### src/hw/rtl/ffba_pkg.sv
`default_nettype none
package ffba_pkg;

  localparam int HEAP_UNITS = 4096;
  localparam int WORD_BITS  = 16;
  localparam int MAP_ROWS   = HEAP_UNITS / WORD_BITS;
  localparam int UNIT_W     = $clog2(HEAP_UNITS);
  localparam int BOUND_W    = UNIT_W + 1;
  localparam int ROW_W      = $clog2(MAP_ROWS);
  localparam int BIT_W      = $clog2(WORD_BITS);

  // item field widths
  localparam int CMD_W   = 2;
  localparam int SIZE_W  = 13;
  localparam int START_W = 12;

  localparam logic [CMD_W-1:0] CMD_ALLOC    = 2'd0;
  localparam logic [CMD_W-1:0] CMD_FREE     = 2'd1;
  localparam logic [CMD_W-1:0] CMD_FREE_ALL = 2'd2;

  localparam logic STATUS_OK   = 1'b0;
  localparam logic STATUS_FAIL = 1'b1;

  typedef logic [WORD_BITS-1:0] word_t;
  typedef logic [ROW_W-1:0]     row_t;
  typedef logic [BOUND_W-1:0]   bound_t;
  typedef logic [SIZE_W-1:0]    size_t;
  typedef logic [START_W-1:0]   start_t;
  typedef logic [BIT_W-1:0]     bit_idx_t;

  localparam bound_t HEAP_BOUND = BOUND_W'(HEAP_UNITS);

  typedef enum logic [2:0] {
    S_IDLE,
    S_START,
    S_SCAN,
    S_WRITE,
    S_DONE
  } state_t;

  typedef struct packed {
    logic  rd_en;
    row_t  rd_row;
    logic  wr_en;
    row_t  wr_row;
    word_t wr_data;
    logic  clr_all;
  } map_req_t;

  typedef struct packed {
    logic     hit;
    bit_idx_t idx;
    size_t    carry;
  } scan_res_t;

  // bits of one map row whose unit lies in [lo, hi)
  function automatic word_t row_mask(row_t row, bound_t lo, bound_t hi);
    word_t  m;
    bound_t u;
    for (int i = 0; i < WORD_BITS; i++) begin
      u    = {1'b0, row, BIT_W'(i)};
      m[i] = (u >= lo) && (u < hi);
    end
    return m;
  endfunction

endpackage
`default_nettype wire

### src/hw/rtl/ffba_in_if.sv
`default_nettype none
interface ffba_in_if;
  import ffba_pkg::*;

  logic              valid;
  logic              ready;
  logic [CMD_W-1:0]  cmd;
  size_t             req_size;
  bound_t            window_low;
  bound_t            window_high;
  start_t            run_start;

  modport source (output valid, cmd, req_size, window_low, window_high, run_start,
                  input ready);
  modport sink   (input valid, cmd, req_size, window_low, window_high, run_start,
                  output ready);
endinterface
`default_nettype wire

### src/hw/rtl/ffba_out_if.sv
`default_nettype none
interface ffba_out_if;
  import ffba_pkg::*;

  logic   valid;
  logic   ready;
  logic   status;
  start_t alloc_start;

  modport source (output valid, status, alloc_start, input ready);
  modport sink   (input valid, status, alloc_start, output ready);
endinterface
`default_nettype wire

### src/hw/rtl/ffba_map_ram.sv
`default_nettype none
module ffba_map_ram (
  input  wire logic               clk,
  input  wire logic               rst_n,
  input  wire ffba_pkg::map_req_t req,
  output ffba_pkg::word_t         rd_word
);
  import ffba_pkg::*;

  word_t                map_mem [MAP_ROWS];
  logic [MAP_ROWS-1:0]  row_valid_r;
  word_t                rd_data_r;
  logic                 rd_valid_r;

  always_ff @(posedge clk) begin
    if (req.wr_en) begin
      map_mem[req.wr_row] <= req.wr_data;
    end
  end

  always_ff @(posedge clk) begin
    if (req.rd_en) begin
      rd_data_r <= map_mem[req.rd_row];
    end
  end

  // a row never written since reset or free-all reads as all free
  always_ff @(posedge clk) begin
    if (!rst_n) begin
      row_valid_r <= '0;
      rd_valid_r  <= 1'b0;
    end else begin
      if (req.clr_all) begin
        row_valid_r <= '0;
      end else if (req.wr_en) begin
        row_valid_r[req.wr_row] <= 1'b1;
      end
      if (req.rd_en) begin
        rd_valid_r <= row_valid_r[req.rd_row];
      end
    end
  end

  assign rd_word = rd_valid_r ? rd_data_r : '0;

endmodule
`default_nettype wire

### src/hw/rtl/ffba_scan_unit.sv
`default_nettype none
module ffba_scan_unit (
  input  wire ffba_pkg::word_t  map_word,
  input  wire ffba_pkg::word_t  elig,
  input  wire ffba_pkg::size_t  carry,
  input  wire ffba_pkg::size_t  size,
  output ffba_pkg::scan_res_t   res
);
  import ffba_pkg::*;

  word_t free_e;
  size_t run_len [WORD_BITS];

  assign free_e = ~map_word & elig;

  // free run length ending at each bit, continuing the run from earlier rows
  always_comb begin : p_run
    logic     blocked;
    bit_idx_t last_blk;
    for (int i = 0; i < WORD_BITS; i++) begin
      blocked  = 1'b0;
      last_blk = '0;
      for (int j = 0; j < WORD_BITS; j++) begin
        if (j <= i && !free_e[j]) begin
          blocked  = 1'b1;
          last_blk = BIT_W'(j);
        end
      end
      run_len[i] = blocked ? (SIZE_W'(i) - SIZE_W'(last_blk))
                           : (carry + SIZE_W'(i + 1));
    end
  end

  // lowest bit where the run reaches the requested size
  always_comb begin
    res.hit   = 1'b0;
    res.idx   = '0;
    res.carry = run_len[WORD_BITS-1];
    for (int i = WORD_BITS - 1; i >= 0; i--) begin
      if (run_len[i] >= size) begin
        res.hit = 1'b1;
        res.idx = BIT_W'(i);
      end
    end
  end

endmodule
`default_nettype wire

### src/hw/rtl/first_fit_bitmap_allocator.sv
`default_nettype none
// Steps: allocate passes S_START, S_SCAN over the rows scanned, S_WRITE over the
//   rows claimed (16 units per row, up to 256 rows each way) and S_DONE; free skips
//   S_SCAN; free-all and unused codes pass S_START and S_DONE. Throughput: one item
//   at a time; the map RAM port and the row scan unit set the pace at one 16-unit
//   row per cycle. A waiting result does not block intake. Reset: synchronous;
//   per-row valid bits clear, so the map reads all free right away with no clearing pass.
module first_fit_bitmap_allocator (
  input  wire logic  clk,
  input  wire logic  rst_n,
  ffba_in_if.sink    in_ch,
  ffba_out_if.source out_ch
);
  import ffba_pkg::*;

  // sequencer state and latched command
  state_t            state_r,   state_nxt;
  logic [CMD_W-1:0]  cmd_r,     cmd_nxt;
  size_t             size_r,    size_nxt;
  bound_t            lo_r,      lo_nxt;     // window low, or first unit of a write range
  bound_t            hi_r,      hi_nxt;     // raw/clipped bound, or write range end
  start_t            rstart_r,  rstart_nxt;
  row_t              row_r,     row_nxt;
  size_t             carry_r,   carry_nxt;  // free run carried in from earlier rows
  logic              set_r,     set_nxt;    // 1 claims units, 0 frees them

  // pending result and output register
  logic              res_status_r, res_status_nxt;
  start_t            res_start_r,  res_start_nxt;
  logic              out_valid_r,  out_valid_nxt;
  logic              out_status_r;
  start_t            out_start_r;
  logic              load_out;

  map_req_t          map_req;
  word_t             rd_word;
  word_t             mask_c;
  scan_res_t         scan_res;

  bound_t            bound_c;
  bound_t            hi_m1_c;
  row_t              last_row_c;
  logic [BOUND_W:0]  free_end_c;
  bound_t            pos_end_c;
  bound_t            first_c;
  logic              in_accept;

  ffba_map_ram u_map (
    .clk     (clk),
    .rst_n   (rst_n),
    .req     (map_req),
    .rd_word (rd_word)
  );

  ffba_scan_unit u_scan (
    .map_word (rd_word),
    .elig     (mask_c),
    .carry    (carry_r),
    .size     (size_r),
    .res      (scan_res)
  );

  assign in_accept  = in_ch.valid && in_ch.ready;
  assign in_ch.ready = (state_r == S_IDLE);

  // one mask serves both the scan window and the claim/free range
  assign mask_c     = row_mask(row_r, lo_r, hi_r);
  assign hi_m1_c    = hi_r - bound_t'(1);
  assign last_row_c = hi_m1_c[UNIT_W-1:BIT_W];

  // windows past the heap are clipped to its end
  assign bound_c    = (hi_r > HEAP_BOUND) ? HEAP_BOUND : hi_r;
  assign free_end_c = {2'b00, rstart_r} + {1'b0, size_r};

  // run found: its last unit is {row, idx}
  assign pos_end_c  = {1'b0, row_r, scan_res.idx} + bound_t'(1);
  assign first_c    = pos_end_c - size_r;

  always_ff @(posedge clk) begin
    if (!rst_n) begin
      state_r     <= S_IDLE;
      out_valid_r <= 1'b0;
    end else begin
      state_r     <= state_nxt;
      out_valid_r <= out_valid_nxt;
    end
  end

  always_ff @(posedge clk) begin
    cmd_r        <= cmd_nxt;
    size_r       <= size_nxt;
    lo_r         <= lo_nxt;
    hi_r         <= hi_nxt;
    rstart_r     <= rstart_nxt;
    row_r        <= row_nxt;
    carry_r      <= carry_nxt;
    set_r        <= set_nxt;
    res_status_r <= res_status_nxt;
    res_start_r  <= res_start_nxt;
    if (load_out) begin
      out_status_r <= res_status_r;
      out_start_r  <= res_start_r;
    end
  end

  always_comb begin
    state_nxt      = state_r;
    cmd_nxt        = cmd_r;
    size_nxt       = size_r;
    lo_nxt         = lo_r;
    hi_nxt         = hi_r;
    rstart_nxt     = rstart_r;
    row_nxt        = row_r;
    carry_nxt      = carry_r;
    set_nxt        = set_r;
    res_status_nxt = res_status_r;
    res_start_nxt  = res_start_r;
    load_out       = 1'b0;
    map_req        = '0;

    unique case (state_r)
      S_IDLE: begin
        if (in_accept) begin
          cmd_nxt    = in_ch.cmd;
          size_nxt   = in_ch.req_size;
          lo_nxt     = in_ch.window_low;
          hi_nxt     = in_ch.window_high;
          rstart_nxt = in_ch.run_start;
          state_nxt  = S_START;
        end
      end

      S_START: begin
        res_status_nxt = STATUS_OK;
        res_start_nxt  = '0;
        state_nxt      = S_DONE;
        unique case (cmd_r)
          CMD_ALLOC: begin
            if (size_r == '0 || lo_r >= bound_c) begin
              res_status_nxt = STATUS_FAIL;
            end else begin
              hi_nxt         = bound_c;
              carry_nxt      = '0;
              row_nxt        = lo_r[UNIT_W-1:BIT_W];
              map_req.rd_en  = 1'b1;
              map_req.rd_row = lo_r[UNIT_W-1:BIT_W];
              state_nxt      = S_SCAN;
            end
          end
          CMD_FREE: begin
            // units past the heap end are dropped from the run
            lo_nxt  = {1'b0, rstart_r};
            hi_nxt  = (free_end_c > {1'b0, HEAP_BOUND}) ? HEAP_BOUND
                                                        : free_end_c[BOUND_W-1:0];
            set_nxt = 1'b0;
            if (size_r != '0) begin
              row_nxt        = rstart_r[UNIT_W-1:BIT_W];
              map_req.rd_en  = 1'b1;
              map_req.rd_row = rstart_r[UNIT_W-1:BIT_W];
              state_nxt      = S_WRITE;
            end
          end
          CMD_FREE_ALL: begin
            map_req.clr_all = 1'b1;
          end
          default: begin
            // unused code: no map change, success result
          end
        endcase
      end

      S_SCAN: begin
        if (scan_res.hit) begin
          lo_nxt         = first_c;
          hi_nxt         = pos_end_c;
          set_nxt        = 1'b1;
          res_status_nxt = STATUS_OK;
          res_start_nxt  = first_c[UNIT_W-1:0];
          row_nxt        = first_c[UNIT_W-1:BIT_W];
          map_req.rd_en  = 1'b1;
          map_req.rd_row = first_c[UNIT_W-1:BIT_W];
          state_nxt      = S_WRITE;
        end else if (row_r == last_row_c) begin
          res_status_nxt = STATUS_FAIL;
          res_start_nxt  = '0;
          state_nxt      = S_DONE;
        end else begin
          carry_nxt      = scan_res.carry;
          row_nxt        = row_r + row_t'(1);
          map_req.rd_en  = 1'b1;
          map_req.rd_row = row_r + row_t'(1);
        end
      end

      S_WRITE: begin
        // read-modify-write, one row per cycle
        map_req.wr_en   = 1'b1;
        map_req.wr_row  = row_r;
        map_req.wr_data = set_r ? (rd_word | mask_c) : (rd_word & ~mask_c);
        if (row_r == last_row_c) begin
          state_nxt = S_DONE;
        end else begin
          row_nxt        = row_r + row_t'(1);
          map_req.rd_en  = 1'b1;
          map_req.rd_row = row_r + row_t'(1);
        end
      end

      S_DONE: begin
        if (!out_valid_r || out_ch.ready) begin
          load_out  = 1'b1;
          state_nxt = S_IDLE;
        end
      end

      default: begin
        state_nxt = S_IDLE;
      end
    endcase
  end

  always_comb begin
    if (load_out) begin
      out_valid_nxt = 1'b1;
    end else if (out_ch.ready) begin
      out_valid_nxt = 1'b0;
    end else begin
      out_valid_nxt = out_valid_r;
    end
  end

  assign out_ch.valid       = out_valid_r;
  assign out_ch.status      = out_status_r;
  assign out_ch.alloc_start = out_start_r;

  // one item in flight: intake closes right after an accept
  a_one_in_flight: assert property (@(posedge clk) disable iff (!rst_n)
    in_accept |=> !in_ch.ready)
    else $error("input taken while an item is in flight");

  // the scan never walks past the row holding the last unit of the window
  a_scan_in_window: assert property (@(posedge clk) disable iff (!rst_n)
    (state_r == S_SCAN) |-> (row_r <= last_row_c))
    else $error("scan beyond window");

  // units being claimed must have been free
  a_claim_free: assert property (@(posedge clk) disable iff (!rst_n)
    (state_r == S_WRITE && set_r) |-> ((rd_word & mask_c) == '0))
    else $error("claiming a used unit");

  a_clear_cmd: assert property (@(posedge clk) disable iff (!rst_n)
    map_req.clr_all |-> (cmd_r == CMD_FREE_ALL))
    else $error("map cleared by a command other than free-all");

  a_result_from_done: assert property (@(posedge clk) disable iff (!rst_n)
    $rose(out_valid_r) |-> $past(state_r == S_DONE))
    else $error("result raised outside completion");

endmodule
`default_nettype wire

### src/flat_wrapper.sv
// flat-port wrapper written by rule: the top's interface ports become plain ports
module first_fit_bitmap_allocator_flat import ffba_pkg::*;
  (clk, rst_n, in_ch_valid, in_ch_cmd, in_ch_req_size, in_ch_window_low, in_ch_window_high, in_ch_run_start, in_ch_ready, out_ch_valid, out_ch_status, out_ch_alloc_start, out_ch_ready);
  ffba_in_if in_ch_i ();
  ffba_out_if out_ch_i ();
  input  wire logic clk;
  input  wire logic rst_n;
  input wire logic [$bits(in_ch_i.valid)-1:0] in_ch_valid;
  input wire logic [$bits(in_ch_i.cmd)-1:0] in_ch_cmd;
  input wire logic [$bits(in_ch_i.req_size)-1:0] in_ch_req_size;
  input wire logic [$bits(in_ch_i.window_low)-1:0] in_ch_window_low;
  input wire logic [$bits(in_ch_i.window_high)-1:0] in_ch_window_high;
  input wire logic [$bits(in_ch_i.run_start)-1:0] in_ch_run_start;
  output wire logic [$bits(in_ch_i.ready)-1:0] in_ch_ready;
  output wire logic [$bits(out_ch_i.valid)-1:0] out_ch_valid;
  output wire logic [$bits(out_ch_i.status)-1:0] out_ch_status;
  output wire logic [$bits(out_ch_i.alloc_start)-1:0] out_ch_alloc_start;
  input wire logic [$bits(out_ch_i.ready)-1:0] out_ch_ready;
  assign in_ch_i.valid = in_ch_valid;
  assign in_ch_i.cmd = in_ch_cmd;
  assign in_ch_i.req_size = in_ch_req_size;
  assign in_ch_i.window_low = in_ch_window_low;
  assign in_ch_i.window_high = in_ch_window_high;
  assign in_ch_i.run_start = in_ch_run_start;
  assign in_ch_ready = in_ch_i.ready;
  assign out_ch_valid = out_ch_i.valid;
  assign out_ch_status = out_ch_i.status;
  assign out_ch_alloc_start = out_ch_i.alloc_start;
  assign out_ch_i.ready = out_ch_ready;
  first_fit_bitmap_allocator u_core (.clk(clk), .rst_n(rst_n), .in_ch(in_ch_i), .out_ch(out_ch_i));
endmodule
### config.mk
export PLATFORM = sky130hd
export DESIGN_NAME = first_fit_bitmap_allocator_flat
export DESIGN_NICKNAME = d
export VERILOG_FILES = /design/src/hw/rtl/ffba_pkg.sv /design/src/hw/rtl/ffba_in_if.sv /design/src/hw/rtl/ffba_out_if.sv /design/src/hw/rtl/ffba_map_ram.sv /design/src/hw/rtl/ffba_scan_unit.sv /design/src/hw/rtl/first_fit_bitmap_allocator.sv /design/src/flat_wrapper.sv
export SDC_FILE = /design/constraint.sdc
export NUM_CORES = 2
export LEC_CHECK = 0
export BUFFER_PORTS_ARGS = -buffer_cell sky130_fd_sc_hd__buf_2
export CORE_MARGIN = 4
export CORE_UTILIZATION = 35
export DETAILED_ROUTE_END_ITERATION = 12
export PLACE_DENSITY = 0.48
export SYNTH_ARGS = -nofsm -noshare
export SYNTH_HDL_FRONTEND = slang
export SYNTH_HIERARCHICAL = 1
export SYNTH_SLANG_ARGS = --single-unit
export TNS_END_PERCENT = 10
### constraint.sdc
create_clock -name clk -period 27 [get_ports clk]
set_input_delay 1.35 -clock clk [delete_from_list [all_inputs] [get_ports clk]]
set_output_delay 1.35 -clock clk [all_outputs]
set_load 0.01 [all_outputs]
==> results.md <==
- Worst path slowest cell: a221oi_1
- Post-CTS Resized: 0
- Post-DP HPWL: about 340000 um
- Pre-CTS setup slack: between 10 and 15 ns
- Routed WL: 562000 um
- Largest cells by area after synthesis: edfxtp_1 69%, mux4_2 13%, dfxtp_1 2.9%
- Share of async-settable or async-resettable flops after synthesis: 0%
- First-pass DRT Iterations: 8
- Port bufs: 71
- Maximum VDD drop: ~0.000065 V
- WL/cell: between 30 and 40 um
- Worst hold path depth: 0
- Final TNS setup: 0 ns
- Post-Synth XOR/XNOR Area: less than 1%
- Largest net degree at the start of global routing: a little over 200
- GR Util met1: 29.3%
- Fin Clk Skew: between 0.1 and 0.15 ns
- Fillcell total: about 46000
- Pwr/cell area: approximately 80 mW/mm^2
- Via count: a little under 100k
- WS Path Type: reg2reg
- Met2 usage: about a third
- Worst Hold Class: reg2reg
- Sequential area share after synthesis: 72.3%
- Fraction of layout instances using a drive strength above 1: between 20% and 30%
- Busiest grt layer: met2
- Syn Area/Cell: around 19 um^2
- Post-Synth Adder-Cell Area: under 10%
- Slew margin rel.: approximately 6.5%
- Number of flops mapped to enable cells by yosys: ~4200
- Critical path arrival: about 17 ns
- Layout area overhead: 14.3%
- Initial Util: about a third
- Fin. Hold Viols: 0
- CP Data Required Time: 27.66 ns
- Syn. warnings: 6
- Compound-Gate Fraction of Synth Area: between 5 and 6%
- Mapped Cells: between 9000 and 10000
- Tmin final: 16.02 ns
- Site Rows: around 260
- Final period utilization: around 60%
- Final ANT Viol Nets: 0
- Max-cap violations: 0
- Initial antenna violation count: 26
- Main combinational cell family by area after synthesis: multiplexers
- Ys flop type: edfxtp_1
- Least-Margin Pin Slew: around 1.4 ns
- Vias in the first global route: between 90000 and 100k
- Die Width: 729 um
- Starting DRT DRC Count: 11300
- Fmax: between 60 and 70 MHz
- Worst setup margin: about 11 ns
- Cells after DPL: between 15000 and 20000
- Die area: 0.532 mm^2
- Fin cells: approximately 17000
- Clk sinks: approximately 4500
- Post-synthesis cell area: between 0.15 and 0.2 mm^2
- RSZ-0062 raised after global routing: false
- Hold buffers post-CTS: 0
- CP endpoint kind: register
- Top cell type's share of synthesized area: 69.5%
- Largest stage delay on the critical path: ~0.83 ns
- Post-placement cell area: around 0.19 mm^2
- DRC Markers: 0
- Clock transition at path regs: about 0.06 ns
- Final setup fails: 0
- Met3 Track Usage GR: around 3%
- Largest area contributor in the synthesized netlist: edfxtp_1
- Synth Area in Simple Gates: about 4.1%
- CTS tree: built
- Gpl congestion: between 0.8 and 0.9
- TritonCTS Buffers: 472
- Mux contribution to synthesized area: between 10% and 20%
- # IOs: between 70 and 80
- Die height: roughly 730 um
- Final Max Slew Viols: 0
- Final nets: about 10000
- Setup crit start kind: register
- H-tree level count: 5
- Commonest non-fill, non-tap cell in the layout: edfxtp_1
- Yosys reg bits: 4474
- Placeable Area: slightly above 0.5 mm^2
- Synth cell types: 89
- GRT Overall Usage: 20.6%
- CP max FO: 86
- First-pass GRT wire length: 785000 um
- Hold Slack: approximately 0.42 ns
- Final Cell Area: around 0.21 mm^2
- Grt ovf: 0
- Clk buf depth: 4
- Worst r2r path cells: 43
- Clock Tree Root: clkbuf_16
- Postcts setup bufs: 0
- Most frequent cells in the layout: 4213 x edfxtp_1, 1074 x mux4_2, 796 x nor2_1
- Clock Latency Late Sink: about 1 ns
- Via density: 5.68
- Status: complete, no violations
- Leakage power total: between 50 and 60 nW
- Net Count, Synth: between 10000 and 15000
## report_power, final
| group | switching (W) | internal (W) | total [W] |
|---|---|---|---|
| Clock | 0.00272 | 0.00369 | 0.00640 |
| Combinational | 0.00172 | 0.000811 | 0.00254 |
| Sequential | 0.0000712 | 0.00755 | 0.00762 |
## critical path, delay by kind of cell (launching register included)
family | cells | cell delay [ns]
AOI/OAI and AO/OA | 16 | 5.46
xor gates and xnor gates | 2 | 0.35
adders and majority gates | 4 | 1.19
buffers and inverters | 6 | 3.42
DFF | 1 | 0.55
muxes | 1 | 0.40
and+or+nand+nor | 14 | 4.03
## logic make-up (layout without fill, tap and decap cells)
kind of cell,count (synthesis),after routing
simple gates,1656,1656
buf+inv,651,1458
compound gates,1348,1348
fa+ha+maj,294,294
other cells,0,12
xor+xnor,176,176
mux,1134,1134
flops,4474,4474
## registers in the layout, indices dropped and copies added, names as in the netlist
register and flops:
u_core/u_map/row_valid_r 256, u_core/out_ch.alloc_start 12, u_core/out_ch.valid 1, u_core/lo_r 13, u_core/state_r 3, u_core/cmd_r 2
u_core/out_ch.status 1, u_core/u_map/rd_data_r 16, u_core/rstart_r 12, u_core/row_r 8, u_core/set_r 1, u_core/size_r 13
u_core/carry_r 13, u_core/res_start_r 12, u_core/u_map/map_mem 4096, u_core/res_status_r 1, u_core/u_map/rd_valid_r 1, u_core/hi_r 13
## final cells by class
class / count / area [um^2] / area share (%)
timing repair buffer: 491 / 3870 / 1.86
clock buffer: 614 / 12900 / 6.19
antenna: 12 / 30.0 / 0.0144
inverter: 85 / 319 / 0.153
clock inverter: 268 / 2460 / 1.18
tap: 6916 / 8650 / 4.16
multi-input combinational: 4608 / 48100 / 23.1
sequential: 4474 / 132000 / 63.3
## through the flow
stage / utilization, % / total power (W)
detailed placement: 37.2 / 0.0103
finish: 40.2 / 0.0166
global placement: 37.2 / 0.0103
global route: 40.2 / 0.0171
CTS: 40.2 / 0.0167
floorplan: - / 0.00924
## cells in the mapped netlist, types with 16 or more instances
cell	number
dfxtp_1	261
xor2_1	52
a21o_1	34
a22o_1	257
and3_1	23
or3_1	27
mux4_2	1074
a221oi_1	266
buf_1	51
buf_6	43
nand4_1	58
a31oi_1	16
nor2_1	981
nor3_1	41
nand2b_1	48
buf_2	107
clkbuf_1	321
and2_1	42
o21ai_0	111
o211ai_1	23
inv_1	81
o21ai_1	72
nand3_1	79
ha_1	292
edfxtp_1	4213
o21ba_2	29
mux2i_1	58
nand2_1	207
a22oi_1	25
o21a_1	19
buf_4	44
a211oi_1	37
o22ai_1	147
xnor2_1	124
a21oi_1	193
nor2b_1	73
## per-layer routing
layer | vias up | wire length [um]
li1 | 40800 | -
met1 | 53800 | 241000
met2 | 3836 | 266000
met3 | 736 | 38000
met4 | 4 | 16600
met5 | - | 31
## path summary, 6_finish.rpt
check        slack [ns]                           end                   from
max               10.98     u_core/u_map/rd_data_r[9]        u_core/row_r[7]
min reg2reg        0.42  u_core/out_ch.alloc_start[8]  u_core/res_start_r[8]
max reg2reg       10.98     u_core/u_map/rd_data_r[9]        u_core/row_r[7]
min                0.42  u_core/out_ch.alloc_start[8]  u_core/res_start_r[8]
No activity file was read; power rests on OpenSTA's default activity.
